`config.mk`:
```
export PLATFORM = sky130hd
export DESIGN_NAME = cartridge_bank_mapper_irq_unit
export DESIGN_NICKNAME = d
export VERILOG_FILES = /design/src/rtl/core/cbm_pkg.sv /design/src/rtl/core/cartridge_bank_mapper_irq_unit.sv
export SDC_FILE = /design/constraint.sdc
export NUM_CORES = 1
export LEC_CHECK = 0
export ABC_AREA = 1
export ABC_CLOCK_PERIOD_IN_PS = 4100
export BUFFER_PORTS_ARGS = -buffer_cell sky130_fd_sc_hd__buf_2
export CORE_MARGIN = 2
export CORE_UTILIZATION = 25
export DETAILED_ROUTE_END_ITERATION = 8
export SYNTH_ARGS = -nofsm -noshare
export SYNTH_HDL_FRONTEND = slang
export SYNTH_SLANG_ARGS = --single-unit
```
`constraint.sdc`:
```
create_clock -name clk -period 4.1 [get_ports clk]
set_input_delay 1.23 -clock clk [delete_from_list [all_inputs] [get_ports clk]]
set_output_delay 1.23 -clock clk [all_outputs]
set_load 0.01 [all_outputs]
```
`src/rtl/core/cbm_pkg.sv`:
```
`default_nettype none

package cbm_pkg;

    // Item kinds
    typedef enum logic
    {
        OP_CPU_WRITE = 1'b0,
        OP_TICK      = 1'b1
    } opcode_t;

    // CPU address pages (address bits 15:12)
    localparam logic [3:0] PAGE_PRG_LO    = 4'h8;
    localparam logic [3:0] PAGE_PRG_HI    = 4'hA;
    localparam logic [3:0] PAGE_CHR_FIRST = 4'hB;
    localparam logic [3:0] PAGE_CHR_LAST  = 4'hE;
    localparam logic [3:0] PAGE_IRQ       = 4'hF;

    // IRQ register select (address bits 3:2) within the IRQ page
    localparam logic [1:0] IRQ_SEL_RELOAD_LO = 2'd0;
    localparam logic [1:0] IRQ_SEL_RELOAD_HI = 2'd1;
    localparam logic [1:0] IRQ_SEL_CONTROL   = 2'd2;
    localparam logic [1:0] IRQ_SEL_ACK       = 2'd3;

    localparam int          NUM_CHR_BANKS = 8;
    localparam logic [7:0]  IRQ_COUNT_MAX = 8'hFF;
    localparam logic [1:0]  IRQ_EN_COUNT  = 2'b10;
    localparam logic [1:0]  IRQ_EN_AUTO   = 2'b01;

    typedef struct packed
    {
        logic        opcode;
        logic [15:0] cpu_address;
        logic [7:0]  write_data;
    } item_t;

    typedef struct packed
    {
        logic [7:0] prg_bank_lo;
        logic [7:0] prg_bank_hi;
        logic [7:0] chr_bank_0;
        logic [7:0] chr_bank_1;
        logic [7:0] chr_bank_2;
        logic [7:0] chr_bank_3;
        logic [7:0] chr_bank_4;
        logic [7:0] chr_bank_5;
        logic [7:0] chr_bank_6;
        logic [7:0] chr_bank_7;
        logic       irq_line;
    } result_t;

    // Enable bits after an IRQ fires or is acknowledged
    function automatic logic [1:0] auto_reload_enable(input logic [1:0] en);
        return en[0] ? (IRQ_EN_COUNT | IRQ_EN_AUTO) : 2'b00;
    endfunction

endpackage

`default_nettype wire

```
`src/rtl/core/cartridge_bank_mapper_irq_unit.sv`:
```
`default_nettype none

// Cartridge bank mapper with scanline IRQ counter.
// Input channel (item_valid / item_stall / item): one beat is either a CPU
// write (cpu_address, write_data) or a scanline tick (opcode set).
// Output channel (result_valid / result_stall / result): one beat per input
// beat, in order, carrying both program banks, all eight character banks
// and the IRQ line as they stand after that input.
// Path: an accepted beat is held in the input register, then passes the
// decode/update logic into the result register.
// Throughput: one beat per cycle; the input register takes a new beat in
// every cycle in which the result register is empty or being drained.
// When the receiver holds result_stall, the result register keeps its beat,
// the input register fills, and item_stall rises only once both are full.
// Reset (rst_n low, asynchronous) empties both registers and loads program
// banks 0 and 1, character bank i with i, and clears the IRQ counter,
// reload value, enable bits and pending flag.
module cartridge_bank_mapper_irq_unit
(
    input  wire                   clk,
    input  wire                   rst_n,
    input  wire                   item_valid,
    output logic                  item_stall,
    input  cbm_pkg::item_t        item,
    output logic                  result_valid,
    input  wire                   result_stall,
    output cbm_pkg::result_t      result
);
    import cbm_pkg::*;

    // Pipeline registers
    logic       in_valid_reg;
    item_t      in_item_reg;
    logic       out_valid_reg;
    result_t    out_reg;
    result_t    out_next;

    // Mapper state
    logic [7:0] prg_reg [2];
    logic [7:0] prg_next [2];
    logic [7:0] chr_reg [NUM_CHR_BANKS];
    logic [7:0] chr_next [NUM_CHR_BANKS];
    logic [1:0] irq_en_reg;
    logic [1:0] irq_en_next;
    logic [7:0] irq_count_reg;
    logic [7:0] irq_count_next;
    logic [7:0] irq_reload_reg;
    logic [7:0] irq_reload_next;
    logic       irq_pending_reg;
    logic       irq_pending_next;

    logic       advance;
    logic       item_take;
    logic [3:0] page;
    logic [1:0] sel;
    logic [3:0] nib;
    logic [3:0] chr_page_ofs;
    logic [2:0] chr_idx;

    // Handshake: input register drains into result register when it is free
    assign advance      = in_valid_reg && (!out_valid_reg || !result_stall);
    assign item_stall   = in_valid_reg && !advance;
    assign item_take    = item_valid && !item_stall;
    assign result_valid = out_valid_reg;
    assign result       = out_reg;

    // Address decode
    assign page         = in_item_reg.cpu_address[15:12];
    assign sel          = in_item_reg.cpu_address[3:2];
    assign nib          = in_item_reg.write_data[3:0];
    assign chr_page_ofs = page - PAGE_CHR_FIRST;
    assign chr_idx      = {chr_page_ofs[1:0], sel[1]};

    // Next state for the beat in the input register
    always_comb
    begin
        prg_next         = prg_reg;
        chr_next         = chr_reg;
        irq_en_next      = irq_en_reg;
        irq_count_next   = irq_count_reg;
        irq_reload_next  = irq_reload_reg;
        irq_pending_next = irq_pending_reg;

        if (in_item_reg.opcode == OP_TICK)
        begin
            if ((irq_en_reg & IRQ_EN_COUNT) != 2'b00)
            begin
                if (irq_count_reg == IRQ_COUNT_MAX)
                begin
                    irq_pending_next = 1'b1;
                    irq_count_next   = irq_reload_reg;
                    irq_en_next      = auto_reload_enable(irq_en_reg);
                end
                else
                begin
                    irq_count_next = irq_count_reg + 8'd1;
                end
            end
        end
        else if (page == PAGE_PRG_LO)
        begin
            prg_next[0] = in_item_reg.write_data;
        end
        else if (page == PAGE_PRG_HI)
        begin
            prg_next[1] = in_item_reg.write_data;
        end
        else if (page >= PAGE_CHR_FIRST && page <= PAGE_CHR_LAST)
        begin
            if (sel[0])
            begin
                chr_next[chr_idx] = {nib, chr_reg[chr_idx][3:0]};
            end
            else
            begin
                chr_next[chr_idx] = {chr_reg[chr_idx][7:4], nib};
            end
        end
        else if (page == PAGE_IRQ)
        begin
            case (sel)
                IRQ_SEL_RELOAD_LO:
                begin
                    irq_reload_next = {irq_reload_reg[7:4], nib};
                end
                IRQ_SEL_RELOAD_HI:
                begin
                    irq_reload_next = {nib, irq_reload_reg[3:0]};
                end
                IRQ_SEL_CONTROL:
                begin
                    irq_en_next = in_item_reg.write_data[1:0];
                    if ((in_item_reg.write_data[1:0] & IRQ_EN_COUNT) != 2'b00)
                    begin
                        irq_count_next = irq_reload_reg;
                    end
                end
                IRQ_SEL_ACK:
                begin
                    irq_en_next = auto_reload_enable(irq_en_reg);
                end
                default:
                begin
                    irq_en_next = irq_en_reg;
                end
            endcase
            irq_pending_next = 1'b0;
        end
    end

    // Result snapshot of the updated state
    always_comb
    begin
        out_next.prg_bank_lo = prg_next[0];
        out_next.prg_bank_hi = prg_next[1];
        out_next.chr_bank_0  = chr_next[0];
        out_next.chr_bank_1  = chr_next[1];
        out_next.chr_bank_2  = chr_next[2];
        out_next.chr_bank_3  = chr_next[3];
        out_next.chr_bank_4  = chr_next[4];
        out_next.chr_bank_5  = chr_next[5];
        out_next.chr_bank_6  = chr_next[6];
        out_next.chr_bank_7  = chr_next[7];
        out_next.irq_line    = irq_pending_next;
    end

    // Valid flags
    always_ff @(posedge clk or negedge rst_n)
    begin
        if (!rst_n)
        begin
            in_valid_reg  <= 1'b0;
            out_valid_reg <= 1'b0;
        end
        else
        begin
            if (item_take)
            begin
                in_valid_reg <= 1'b1;
            end
            else if (advance)
            begin
                in_valid_reg <= 1'b0;
            end

            if (advance)
            begin
                out_valid_reg <= 1'b1;
            end
            else if (!result_stall)
            begin
                out_valid_reg <= 1'b0;
            end
        end
    end

    // Payload registers
    always_ff @(posedge clk)
    begin
        if (item_take)
        begin
            in_item_reg <= item;
        end
        if (advance)
        begin
            out_reg <= out_next;
        end
    end

    // Mapper state registers, updated as each beat leaves the input register
    always_ff @(posedge clk or negedge rst_n)
    begin
        if (!rst_n)
        begin
            prg_reg[0]      <= 8'd0;
            prg_reg[1]      <= 8'd1;
            for (int i = 0; i < NUM_CHR_BANKS; i++)
            begin
                chr_reg[i] <= 8'(i);
            end
            irq_en_reg      <= 2'b00;
            irq_count_reg   <= 8'd0;
            irq_reload_reg  <= 8'd0;
            irq_pending_reg <= 1'b0;
        end
        else if (advance)
        begin
            prg_reg         <= prg_next;
            chr_reg         <= chr_next;
            irq_en_reg      <= irq_en_next;
            irq_count_reg   <= irq_count_next;
            irq_reload_reg  <= irq_reload_next;
            irq_pending_reg <= irq_pending_next;
        end
    end

endmodule

`default_nettype wire

```
==> impl_metrics.json <==
{
  "status": "completed",
  "drt_iter0_markers": 827,
  "clk_latency_ns": 0.45,
  "min_delay_worst_endpoint": "prg_reg[0]",
  "grt_max_degree": 83,
  "synth_top_family_by_area": "simple AND/OR/NAND/NOR gates",
  "switching_share": 0.3490,
  "wl_per_cell_um": 14.90,
  "synth_fa_ha_area_frac": 0.007560,
  "ys_ff_latch": 197,
  "arrival_ns": 1.67,
  "overflow": 0,
  "synth_nets": 1224,
  "yosys.area_share.simple": 0.3036,
  "dr.pass1.iters": 5,
  "cp_max_fo": 3,
  "finClkSkew_ns": 0.01431,
  "cts_tree": "done",
  "synth.avg_cell_area_um2": 8.352,
  "dieArea_um2": 41330,
  "r2r_setup_slack_ns": 1.46,
  "worstHoldStart": "prg_reg[0]",
  "grt_pass1_vias": 7759,
  "cts.htree.levels": 4,
  "final_core_util": 0.2924,
  "p_clk_frac": 0.252,
  "ff2ff_path_depth": 10,
  "cts_buffers": 17,
  "synth_compound_area_frac": 0.06564,
  "seq_area_frac_synth": 0.5464,
  "clockBufferDepth": 2,
  "hold_path_class": "reg -> reg",
  "drv_cap": 0,
  "cellPowerDensity_nw_per_um2": 580.7,
  "fin_crit_sh": 0.7078,
  "root_buffer": "clkbuf_16",
  "final.setup.tns_ns": 0,
  "remaining_drc_errors": 0,
  "startpoint_type": "input port",
  "final_cell_mix": "522 x nand2_1, 102 x nand3_1, 100 x inv_1, 100 x buf_2, 96 x edfxtp_1",
  "grt_pass1_wl_mm": 43.24,
  "p_switching_mw": 2.339,
  "max_freq_ghz": 0.3446,
  "p_seq_frac": 0.475,
  "die_y_um": 203.3,
  "worstReg2RegEnd": "result[13]",
  "power.internal_mw": 4.362,
  "stdcell_area_um2": 11540,
  "start_util": 0.2517,
  "slew_violations": 0,
  "clock-sinks": 197,
  "n_antenna_cell": 0,
  "tightest_slew_ns": 0.9527,
  "nFillCells": 4228,
  "gr-usage-all-layers": 0.1347,
  "syn_to_final_growth_pct": 16.18,
  "finalWirelength_mm": 27.02,
  "synth_cell_types": 34,
  "std_cell_rows": 73,
  "dpl.hpwl_mm": 18.44,
  "core_um2": 39460,
  "fin_crit_ns": 2.902,
  "ys_warn_count": 0,
  "p_comb_frac": 0.273,
  "postSynthCellCount": 1189,
  "final_nets": 1311,
  "cts_resized": 0,
  "num_vias": 8058,
  "r2r-start": "in_item_reg[20]",
  "port_buffers": 101,
  "mostFrequentLayoutCell": "nand2_1",
  "vias_per_cell": 4.442,
  "drive_gt1_frac": 0.1528,
  "io_pins": 112,
  "critPathKind": "in -> out",
  "setup_viol": 0,
  "ir_worst_vdd_v": 0.0002912,
  "placed_area_um2": 10950,
  "muxShareOfSynthArea": 0,
  "synth_xor_area_frac": 0.004410,
  "hold_depth": 2,
  "die_w_um": 203.3,
  "leakagePower_nw": 5.554,
  "ant_nets": 0,
  "place.gp.congestion": 0.9083,
  "postCtsSetupBuffers": 0,
  "antenna_found_initial": 0,
  "cp_data_required_time_ns": 2.87,
  "largest_register_ffs": 81,
  "slew_headroom": 0.3649,
  "end_kind": "output pin",
  "finalHoldViolCount": 0,
  "synth_area_um2": 9931,
  "rsz0062_at_grt": "no",
  "ctsHoldBuffers": 0,
  "cts.clk_slew.worst_paths_ns": 0.07
}
==> metal layers <==
layer	part of all wire	track usage
met1	0.46	0.1853
met2	0.47	0.2144
met3	0.053	0.02461
met4	0.018	0.04327
met5	0	0
==> power groups by stage <==
stage / Combinational [mW] / Sequential (mW) / Clock (mW)
after floorplan: 1.17 / 3.23 / 0
after global placement: 1.80 / 3.20 / 0
after detailed placement: 1.84 / 3.22 / 0
after CTS: 1.85 / 3.19 / 1.75
after global routing: 2.10 / 3.26 / 1.82
final: 1.83 / 3.18 / 1.69
==> cells by family (layout without fill, tap and decap cells) <==
family,Yosys count,count (layout)
xor+xnor,5,5
simple gates,716,716
fa+ha+maj,6,6
buf+inv,157,257
compound gates,108,108
flops,197,197
==> critical path, cell delays in order <==
cell	delay (ns)
buf_2	0.07
nand2_1	0.08
nor2_1	0.13
buf_2	0.15
==> layout make-up <==
cell class / count / area, µm² / area share
clock buffers: 18 / 429.2 / 0.03720
clock inverters: 14 / 157.7 / 0.01366
inverters: 104 / 395.4 / 0.03427
multi-input cells: 835 / 3789 / 0.3284
flip-flops and latches: 197 / 5426 / 0.4703
well taps: 525 / 656.9 / 0.05694
repair buffers: 121 / 683.2 / 0.05921
==> Yosys cell counts <==
cell type	number	area share
o211ai_1	6	0.0045
buf_12	1	0.0020
nand4_1	12	0.0076
nand2_1	523	0.20
o21a_1	2	0.0015
clkbuf_1	14	0.0053
nand3_1	102	0.051
or2_2	2	0.0013
edfxtp_1	96	0.29
clkinv_1	1	0.00038
a21oi_1	13	0.0066
buf_2	21	0.011
buf_4	3	0.0023
a21boi_1	26	0.020
nand2_2	1	0.00063
and2_1	3	0.0019
a21oi_4	1	0.0016
o21ai_1	1	0.00050
dfrtp_1	88	0.22
xnor2_1	2	0.0018
buf_6	10	0.011
o21ai_0	53	0.027
a21boi_0	6	0.0045
inv_2	2	0.00076
nor2_2	14	0.0088
buf_1	4	0.0015
ha_1	6	0.0076
xor2_1	3	0.0026
inv_1	101	0.038
nor3_1	4	0.0020
dfstp_2	13	0.034
nand3_2	3	0.0030
nand3_4	7	0.012
nor2_1	45	0.017
==> through the flow <==
step           setup WS, ns  hold slack, ns  total power [mW]  instances
2_1_floorplan        0.7956          0.4427             4.403       1189
3_3_place_gp          1.191          0.4573             5.000       1782
3_5_place_dp          1.159          0.4633             5.057       1782
4_1_cts               1.192          0.4749             6.783       1814
5_1_grt               1.108          0.4823             7.181       1814
6_report              1.198          0.4761             6.700       1814
==> how the worst max path moves through the flow <==
stage / start / to / slack [ns] / depth (start not counted)
final: result_stall / item_stall / 1.20 / 4
after detailed placement: result_stall / irq_en_reg[0] / 1.16 / 8
after global placement: result_stall / item_stall / 1.19 / 4
after floorplan: result_stall / result[0] / 0.80 / 5
after CTS: result_stall / item_stall / 1.19 / 4
after global routing: result_stall / item_stall / 1.11 / 4
(Power assumes the default switching activity.)
